### src/design/block_occupancy_mask_defines.svh
// Assertion macros shared by the block_occupancy_mask design files.
// Each macro expects clk and arst_n in the scope where it is used.
`ifndef BLOCK_OCCUPANCY_MASK_DEFINES_SVH
`define BLOCK_OCCUPANCY_MASK_DEFINES_SVH

// Antecedent implies consequent in the same cycle.
`define BOM_ASSERT_IMP(lbl, ante, cons) \
	lbl: assert property (@(posedge clk) disable iff (!arst_n) (ante) |-> (cons)) \
		else $error("block_occupancy_mask assertion failed");

// Antecedent implies consequent in the next cycle.
`define BOM_ASSERT_NXT(lbl, ante, cons) \
	lbl: assert property (@(posedge clk) disable iff (!arst_n) (ante) |=> (cons)) \
		else $error("block_occupancy_mask assertion failed");

`endif

### src/design/bom_pkg.sv
// Shared types and constants of the block occupancy mask.
// No dependencies; every other design file but block_occupancy_mask_defines.svh imports this package.
package bom_pkg;

	localparam int CFG_W      = 12;
	localparam int GRID_CFG_W = 7;
	localparam int COUNT_W    = 23;
	localparam int GRID_W     = 6;
	localparam int PIX_W      = 8;
	localparam int OQ_DEPTH   = 3;
	localparam int OQ_CNT_W   = 2;
	localparam int OQ_PTR_W   = 2;
	localparam int APB_AW     = 5;
	localparam int APB_DW     = 32;

	localparam logic [PIX_W-1:0]   WHITE_LEVEL = 8'd128;
	localparam logic [COUNT_W-1:0] COUNT_MAX   = {COUNT_W{1'b1}};

	localparam logic [CFG_W-1:0]      RST_IMAGE_WIDTH   = 12'd2048;
	localparam logic [CFG_W-1:0]      RST_IMAGE_HEIGHT  = 12'd2048;
	localparam logic [CFG_W-1:0]      RST_BLOCK_WIDTH   = 12'd85;
	localparam logic [CFG_W-1:0]      RST_BLOCK_HEIGHT  = 12'd85;
	localparam logic [GRID_CFG_W-1:0] RST_BLOCKS_ACROSS = 7'd24;
	localparam logic [GRID_CFG_W-1:0] RST_BLOCKS_DOWN   = 7'd24;
	localparam logic [COUNT_W-1:0]    RST_THRESHOLD     = 23'd10;

	typedef enum logic [2:0] {
		REG_IMAGE_WIDTH     = 3'd0,
		REG_IMAGE_HEIGHT    = 3'd1,
		REG_BLOCK_WIDTH     = 3'd2,
		REG_BLOCK_HEIGHT    = 3'd3,
		REG_BLOCKS_ACROSS   = 3'd4,
		REG_BLOCKS_DOWN     = 3'd5,
		REG_COUNT_THRESHOLD = 3'd6
	} reg_idx_t;

	typedef struct packed {
		logic [CFG_W-1:0]      image_width;
		logic [CFG_W-1:0]      image_height;
		logic [CFG_W-1:0]      block_width;
		logic [CFG_W-1:0]      block_height;
		logic [GRID_CFG_W-1:0] blocks_across;
		logic [GRID_CFG_W-1:0] blocks_down;
		logic [COUNT_W-1:0]    count_threshold;
	} cfg_t;

	// Block-end information worked out when a pixel is accepted.
	typedef struct packed {
		logic              report;
		logic [GRID_W-1:0] grid_row;
		logic [GRID_W-1:0] grid_col;
		logic              frame_done;
	} rep_t;

	typedef struct packed {
		logic [GRID_W-1:0] grid_row;
		logic [GRID_W-1:0] grid_col;
		logic              occupied;
		logic              frame_done;
	} res_t;

endpackage

### src/design/bom_position.sv
// Raster position tracker: pixel, in-block and block grid counters.
// Depends on bom_pkg (cfg_t, rep_t).
module bom_position import bom_pkg::*; #(
	parameter int MAX_WIDTH  = 2048,
	parameter int MAX_HEIGHT = 2048,
	parameter int MAX_BLOCKS = 64,
	localparam int XW    = (MAX_WIDTH > 1) ? $clog2(MAX_WIDTH) : 1,
	localparam int YW    = (MAX_HEIGHT > 1) ? $clog2(MAX_HEIGHT) : 1,
	localparam int COL_W = (MAX_BLOCKS > 1) ? $clog2(MAX_BLOCKS) : 1
) (
	input  logic             clk,
	input  logic             arst_n,
	input  cfg_t             cfg,
	input  logic             advance,
	input  logic             frame_start,
	output logic [COL_W-1:0] col_idx,
	output rep_t             rep
);

	logic [XW-1:0]    pixel_x_q, x_in_block_q, px, xb;
	logic [YW-1:0]    pixel_y_q, y_in_block_q, py, yb;
	logic [COL_W-1:0] block_col_q, block_row_q, col, row;
	logic [31:0]      w32, h32, col32, row32;
	logic             row_end, img_end, col_last, row_last, blk_col_end, blk_row_end;

	always_comb begin
		// frame start restarts the position before this pixel is placed
		px  = frame_start ? '0 : pixel_x_q;
		py  = frame_start ? '0 : pixel_y_q;
		xb  = frame_start ? '0 : x_in_block_q;
		yb  = frame_start ? '0 : y_in_block_q;
		col = frame_start ? '0 : block_col_q;
		row = frame_start ? '0 : block_row_q;

		w32 = (cfg.image_width == '0 || 32'(cfg.image_width) > 32'(MAX_WIDTH)) ?
			32'(MAX_WIDTH) : 32'(cfg.image_width);
		h32 = (cfg.image_height == '0 || 32'(cfg.image_height) > 32'(MAX_HEIGHT)) ?
			32'(MAX_HEIGHT) : 32'(cfg.image_height);
		col32 = 32'(col);
		row32 = 32'(row);

		row_end  = (32'(px) + 32'd1) >= w32;
		img_end  = (32'(py) + 32'd1) >= h32;
		col_last = (col32 + 32'd1 == 32'(cfg.blocks_across)) || (col32 >= 32'(MAX_BLOCKS - 1));
		row_last = (row32 + 32'd1 == 32'(cfg.blocks_down)) || (row32 >= 32'(MAX_BLOCKS - 1));
		blk_col_end = row_end || (!col_last && (32'(xb) + 32'd1 == 32'(cfg.block_width)));
		blk_row_end = img_end || (!row_last && (32'(yb) + 32'd1 == 32'(cfg.block_height)));

		rep.report     = blk_col_end && blk_row_end;
		rep.grid_row   = row32[GRID_W-1:0];
		rep.grid_col   = col32[GRID_W-1:0];
		rep.frame_done = row_end && img_end;
	end

	assign col_idx = col;

	always_ff @(posedge clk or negedge arst_n) begin
		if (!arst_n) begin
			pixel_x_q    <= '0;
			pixel_y_q    <= '0;
			x_in_block_q <= '0;
			y_in_block_q <= '0;
			block_col_q  <= '0;
			block_row_q  <= '0;
		end else if (advance) begin
			if (row_end) begin
				pixel_x_q    <= '0;
				x_in_block_q <= '0;
				block_col_q  <= '0;
				if (img_end) begin
					pixel_y_q    <= '0;
					y_in_block_q <= '0;
					block_row_q  <= '0;
				end else begin
					pixel_y_q <= py + YW'(1);
					if (blk_row_end) begin
						y_in_block_q <= '0;
						block_row_q  <= row + COL_W'(1);
					end else begin
						y_in_block_q <= yb + YW'(1);
						block_row_q  <= row;
					end
				end
			end else begin
				pixel_x_q    <= px + XW'(1);
				pixel_y_q    <= py;
				y_in_block_q <= yb;
				block_row_q  <= row;
				if (blk_col_end) begin
					x_in_block_q <= '0;
					block_col_q  <= col + COL_W'(1);
				end else begin
					x_in_block_q <= xb + XW'(1);
					block_col_q  <= col;
				end
			end
		end
	end

endmodule

### config.mk
export PLATFORM = sky130hd
export DESIGN_NAME = bom_position
export DESIGN_NICKNAME = d
export VERILOG_FILES = /design/src/design/block_occupancy_mask_defines.svh /design/src/design/bom_pkg.sv /design/src/design/bom_position.sv
export SDC_FILE = /design/constraint.sdc
export NUM_CORES = 1
export LEC_CHECK = 0
export BUFFER_PORTS_ARGS = -buffer_cell sky130_fd_sc_hd__buf_2
export CAP_MARGIN = 20
export CORE_ASPECT_RATIO = 0.6
export CORE_MARGIN = 2
export CORE_UTILIZATION = 51
export DETAILED_ROUTE_END_ITERATION = 16
export GPL_ROUTABILITY_DRIVEN = 0
export PLACE_DENSITY = 0.82
export SYNTH_ARGS = -nofsm -noshare
export SYNTH_HDL_FRONTEND = slang
export SYNTH_SLANG_ARGS = --single-unit
### constraint.sdc
create_clock -name clk -period 3.8 [get_ports clk]
set_input_delay 0 -clock clk [delete_from_list [all_inputs] [get_ports clk]]
set_output_delay 0 -clock clk [all_outputs]
set_load 0.005 [all_outputs]
==> results list <==
- Of the post-synthesis cell area, the dominant cell type holds 26.12%.
* Fin Clk Skew: 12.51 ps
- Grt total ovfl: 0
- The H-tree was split into 2 levels.
- Based on the critical path, the design can be clocked at up to 273.7 MHz.
- Share of synthesized flip-flops with an asynchronous set or reset: 100.0%
- The repair_antennas step left the layout with diodes totalling 0.
- Cell-by-cell trace of the critical path: and3_1, and4_1, and3_1, nand3_1, xnor2_2, ha_1, and4_1, o21ai_0, a21oi_1, a221oi_4, buf_12, o31a_1, buf_4, nor2_1, buf_2
- Kind of end point of the critical path: output pin
- The detail route stage leaves a number of antenna-violating nets equal to 0.
* Slowest cell on crit path: sky130_fd_sc_hd__dfrtp_2
- The number of slew-limit violations in the final report was 0.
- Detailed Routing Iterations Pass 1: 5
* Post-Layout Cell Count: 871
- The clock period could shrink to 3653 ps.
- After legalization and detailed placement, the total HPWL measured 11240 µm.
- In this run the static leakage power is 2.728 nW.
- Clock transition at the registers of the reported paths: 80 ps
- At the later pin of the worst-skew pair, clock insertion delay measures 310 ps.
* Synth Net Count: 780
- On the worst path, the slowest cell contributes a delay of 410 ps.
- Along the worst path, the maximum fanout reaches 27.
- The floorplan step set the die height to 83.45 µm.
* Cell count after placement: 858
- Yosys mapped a number of flops with a built-in enable equal to 0.
- After the first detailed-routing iteration, the DRC count stood at 585.
- The flow ran to the end, and the final reports show no timing, DRC or antenna violations.
- Average footprint of a synthesized cell: 8.117 µm²
- Layout cell share with drive strength beyond 1: 21.06%
- The initial antenna violation count is 0.
- Relative to the synthesized area, the layout overhead comes to 16.65%.
- Clock tree from TritonCTS: done
* Detailed-route via count: 5498
* Final number of setup-violating endpoints: 0
* Core Util, Final: 62.24%
- For this run, the register share of the synthesized area comes to 26.12%.
- Clock sink count: 56
- In this run the standard cell core region covers 10050 µm².
- First-pass GRT wire length: 25320 µm
- Overall track demand over capacity in global routing: 27.30%
- The most used flip-flop cell after synthesis is sky130_fd_sc_hd__dfrtp_1.
- Data on the critical path is required at its endpoint by 3800 ps.
- The synthesized design spends more area on one cell type than any other, namely sky130_fd_sc_hd__dfrtp_1.
- For the worst setup path, the data arrival time is 3650 ps.
- At the pin with the least slew margin, the transition time is 1048 ps.
- IO buf count: 85
- Number of buffers between clock root and the deepest sink: 2
* Total non-filler cell area in the finished layout: 6259 µm²
* I/O Pins: 109
* Class of the most critical hold timing path: input pin to async pin
- Pin count of the biggest net entering global routing: 49
- Kind of start point of the critical path: flop
* Average wire per cell in the routed design: 17.89 µm
- The via count of the first global-routing pass came to 5204.
* Fill count: 882
* Top area cells in the synthesized netlist: sky130_fd_sc_hd__dfrtp_1, sky130_fd_sc_hd__ha_1, sky130_fd_sc_hd__xnor2_1
- The count of endpoints failing hold in the final timing report came to 0.
* Vias per Instance: 6.312
- Max-cap violations in this run came to 0.
- For this run, the number of Yosys warnings is 0.
* Drc violations: 0
* Worst vdd ir: 173.8 µV
- After synthesis, the most frequently instantiated cells are sky130_fd_sc_hd__dfrtp_1, sky130_fd_sc_hd__nand2_1, sky130_fd_sc_hd__o21ai_0.
* CTS root buffer: sky130_fd_sc_hd__clkbuf_16
- Num rows: 28
* Relative slew slack: 30.08%
- Critical path class: flop to output pin
- Summing all placed instances gives a cell area of 5917 µm².
- After synthesis the netlist holds a flip-flop and latch count of 56.
- Power spread over the standard cell area amounts to 269.1 nW/µm².
* Tcrit/Tclk final: 96.14%
- Final Routed Wirelength: 15580 µm
* Area taken by flip-flops and latches: 1404 µm²
- After synthesis, the netlist uses 76 different library cells.
* Leading cell type by number of instances after synthesis: sky130_fd_sc_hd__dfrtp_1
* Synthesized instance count: 661
* Area used by multi-input combinational logic: 3752 µm²
- Summed instance area of the synthesized netlist: 5365 µm²
* Final Net Count: 854
- Starting density of the core: 53.36%
- DIE AREA: 11380 µm²
- Die W: 136.4 µm
- Counting the buffers created by CTS gives 5.
cell usage in the layout (no fill, tap or decap), types with 4 or more instances in the layout:
master,n
sky130_fd_sc_hd__buf_2,85
sky130_fd_sc_hd__dfrtp_1,54
sky130_fd_sc_hd__nand2_1,53
sky130_fd_sc_hd__o21ai_0,45
sky130_fd_sc_hd__nand3_1,40
sky130_fd_sc_hd__nor2_1,40
sky130_fd_sc_hd__xnor2_1,37
sky130_fd_sc_hd__inv_1,28
sky130_fd_sc_hd__ha_1,28
sky130_fd_sc_hd__nand2b_1,26
sky130_fd_sc_hd__a21oi_1,25
sky130_fd_sc_hd__nor2b_1,23
sky130_fd_sc_hd__buf_4,21
sky130_fd_sc_hd__xor2_1,17
sky130_fd_sc_hd__nor4_1,14
sky130_fd_sc_hd__nor3_1,13
sky130_fd_sc_hd__and3_1,12
sky130_fd_sc_hd__o31ai_1,12
sky130_fd_sc_hd__mux2i_1,9
sky130_fd_sc_hd__nand4_1,9
sky130_fd_sc_hd__a22o_1,8
sky130_fd_sc_hd__or3_1,7
sky130_fd_sc_hd__o2bb2ai_1,7
sky130_fd_sc_hd__a31oi_1,6
sky130_fd_sc_hd__a21o_1,6
sky130_fd_sc_hd__and4_1,5
sky130_fd_sc_hd__clkbuf_16,5
sky130_fd_sc_hd__and2_1,4
sky130_fd_sc_hd__a31o_2,4
sky130_fd_sc_hd__o22ai_1,4
sky130_fd_sc_hd__a41oi_1,4
final timing paths:
kind	cells past startpoint	startpoint	slack (ps)	to
hold / removal	2	arst_n	170	block_row_q[0]$_DFFE_PN0P_
min in group clk	4	advance	290	pixel_x_q[1]$_DFFE_PN0P_
setup / recovery	15	pixel_x_q[2]$_DFFE_PN0P_	150	rep[13]
setup reg to reg	14	pixel_y_q[3]$_DFFE_PN0P_	160	y_in_block_q[6]$_DFFE_PN0P_
hold reg to reg	1	pixel_y_q[7]$_DFFE_PN0P_	480	pixel_y_q[7]$_DFFE_PN0P_
max in group asynchronous	3	arst_n	2730	pixel_y_q[2]$_DFFE_PN0P_
flip-flops by register name (all words and copies together) (netlist names):
register,count
y_in_block_q,11
x_in_block_q,11
pixel_y_q,11
pixel_x_q,11
block_col_q,6
block_row_q,6
routing by layer:
layer / GRT usage, % / vias up / routed length (µm) / share of wire, %
li1: - / 2559 / - / -
met1: 39.17 / 2638 / 6845 / 44
met2: 43.67 / 279 / 7224 / 46
met3: 3.724 / 22 / 1325 / 8.5
met4: 5.871 / 0 / 187 / 1.2
met5: 0 / - / 0 / 0
power by group:
group          internal [W]  switching (W)  total, W
clock              0.000445       0.000235  0.000680
combinational      0.000147       0.000195  0.000343
sequential         0.000622      0.0000398  0.000662
total               0.00121       0.000470   0.00168
critical path, delay by kind of cell, from the launching register on:
| kind | cells | cell delay, ps |
|---|---|---|
| buffers and inverters | 3 | 500 |
| AND/OR/NAND/NOR | 6 | 1170 |
| XOR/XNOR | 1 | 230 |
| adder cells (fa/ha/maj) | 1 | 280 |
| flip-flops | 1 | 410 |
| AO/OA/AOI/OAI | 4 | 730 |
logic make-up after synthesis:
group / after synthesis / share of synthesized area [%]
AND/OR/NAND/NOR: 281 / 28.85
AO/OA/AOI/OAI: 158 / 20.52
buffers and inverters: 69 / 5.807
XOR/XNOR: 57 / 9.818
flip-flops: 56 / 26.12
adder cells (fa/ha/maj): 30 / 6.996
multiplexers: 10 / 1.889
through the flow:
stage                     setup WS (ps)  power [W]  setup TNS, ps  hold WS [ps]
after CTS                        -26.70   0.001671         -26.70         192.7
final                             146.6   0.001684              0         169.8
after floorplan                  -61.75  0.0008711         -63.33        -295.6
after detailed placement          36.76  0.0009950              0        -24.25
after global routing             -18.05   0.001749         -47.28         210.5
after global placement            205.0  0.0009774              0        -33.09
layout make-up:
cell class | count | share of cell area, %
timing repair buffer | 108 | 9.796
clock inverter | 3 | 1.439
clock buffer | 5 | 1.999
multi-input combinational | 536 | 59.96
sequential | 56 | 22.43
inverter | 28 | 1.679
tap | 135 | 2.699
repair_timing:
action / in CTS / in global routing
endpoints found under the hold margin: 18 / 0
buffers inserted: 0 / 4
gates resized for setup: 2 / 19
pin swaps: 0 / 4
setup endpoints to repair: 2 / 34
hold buffers: 1 / 0
(Power assumes the default switching activity.)
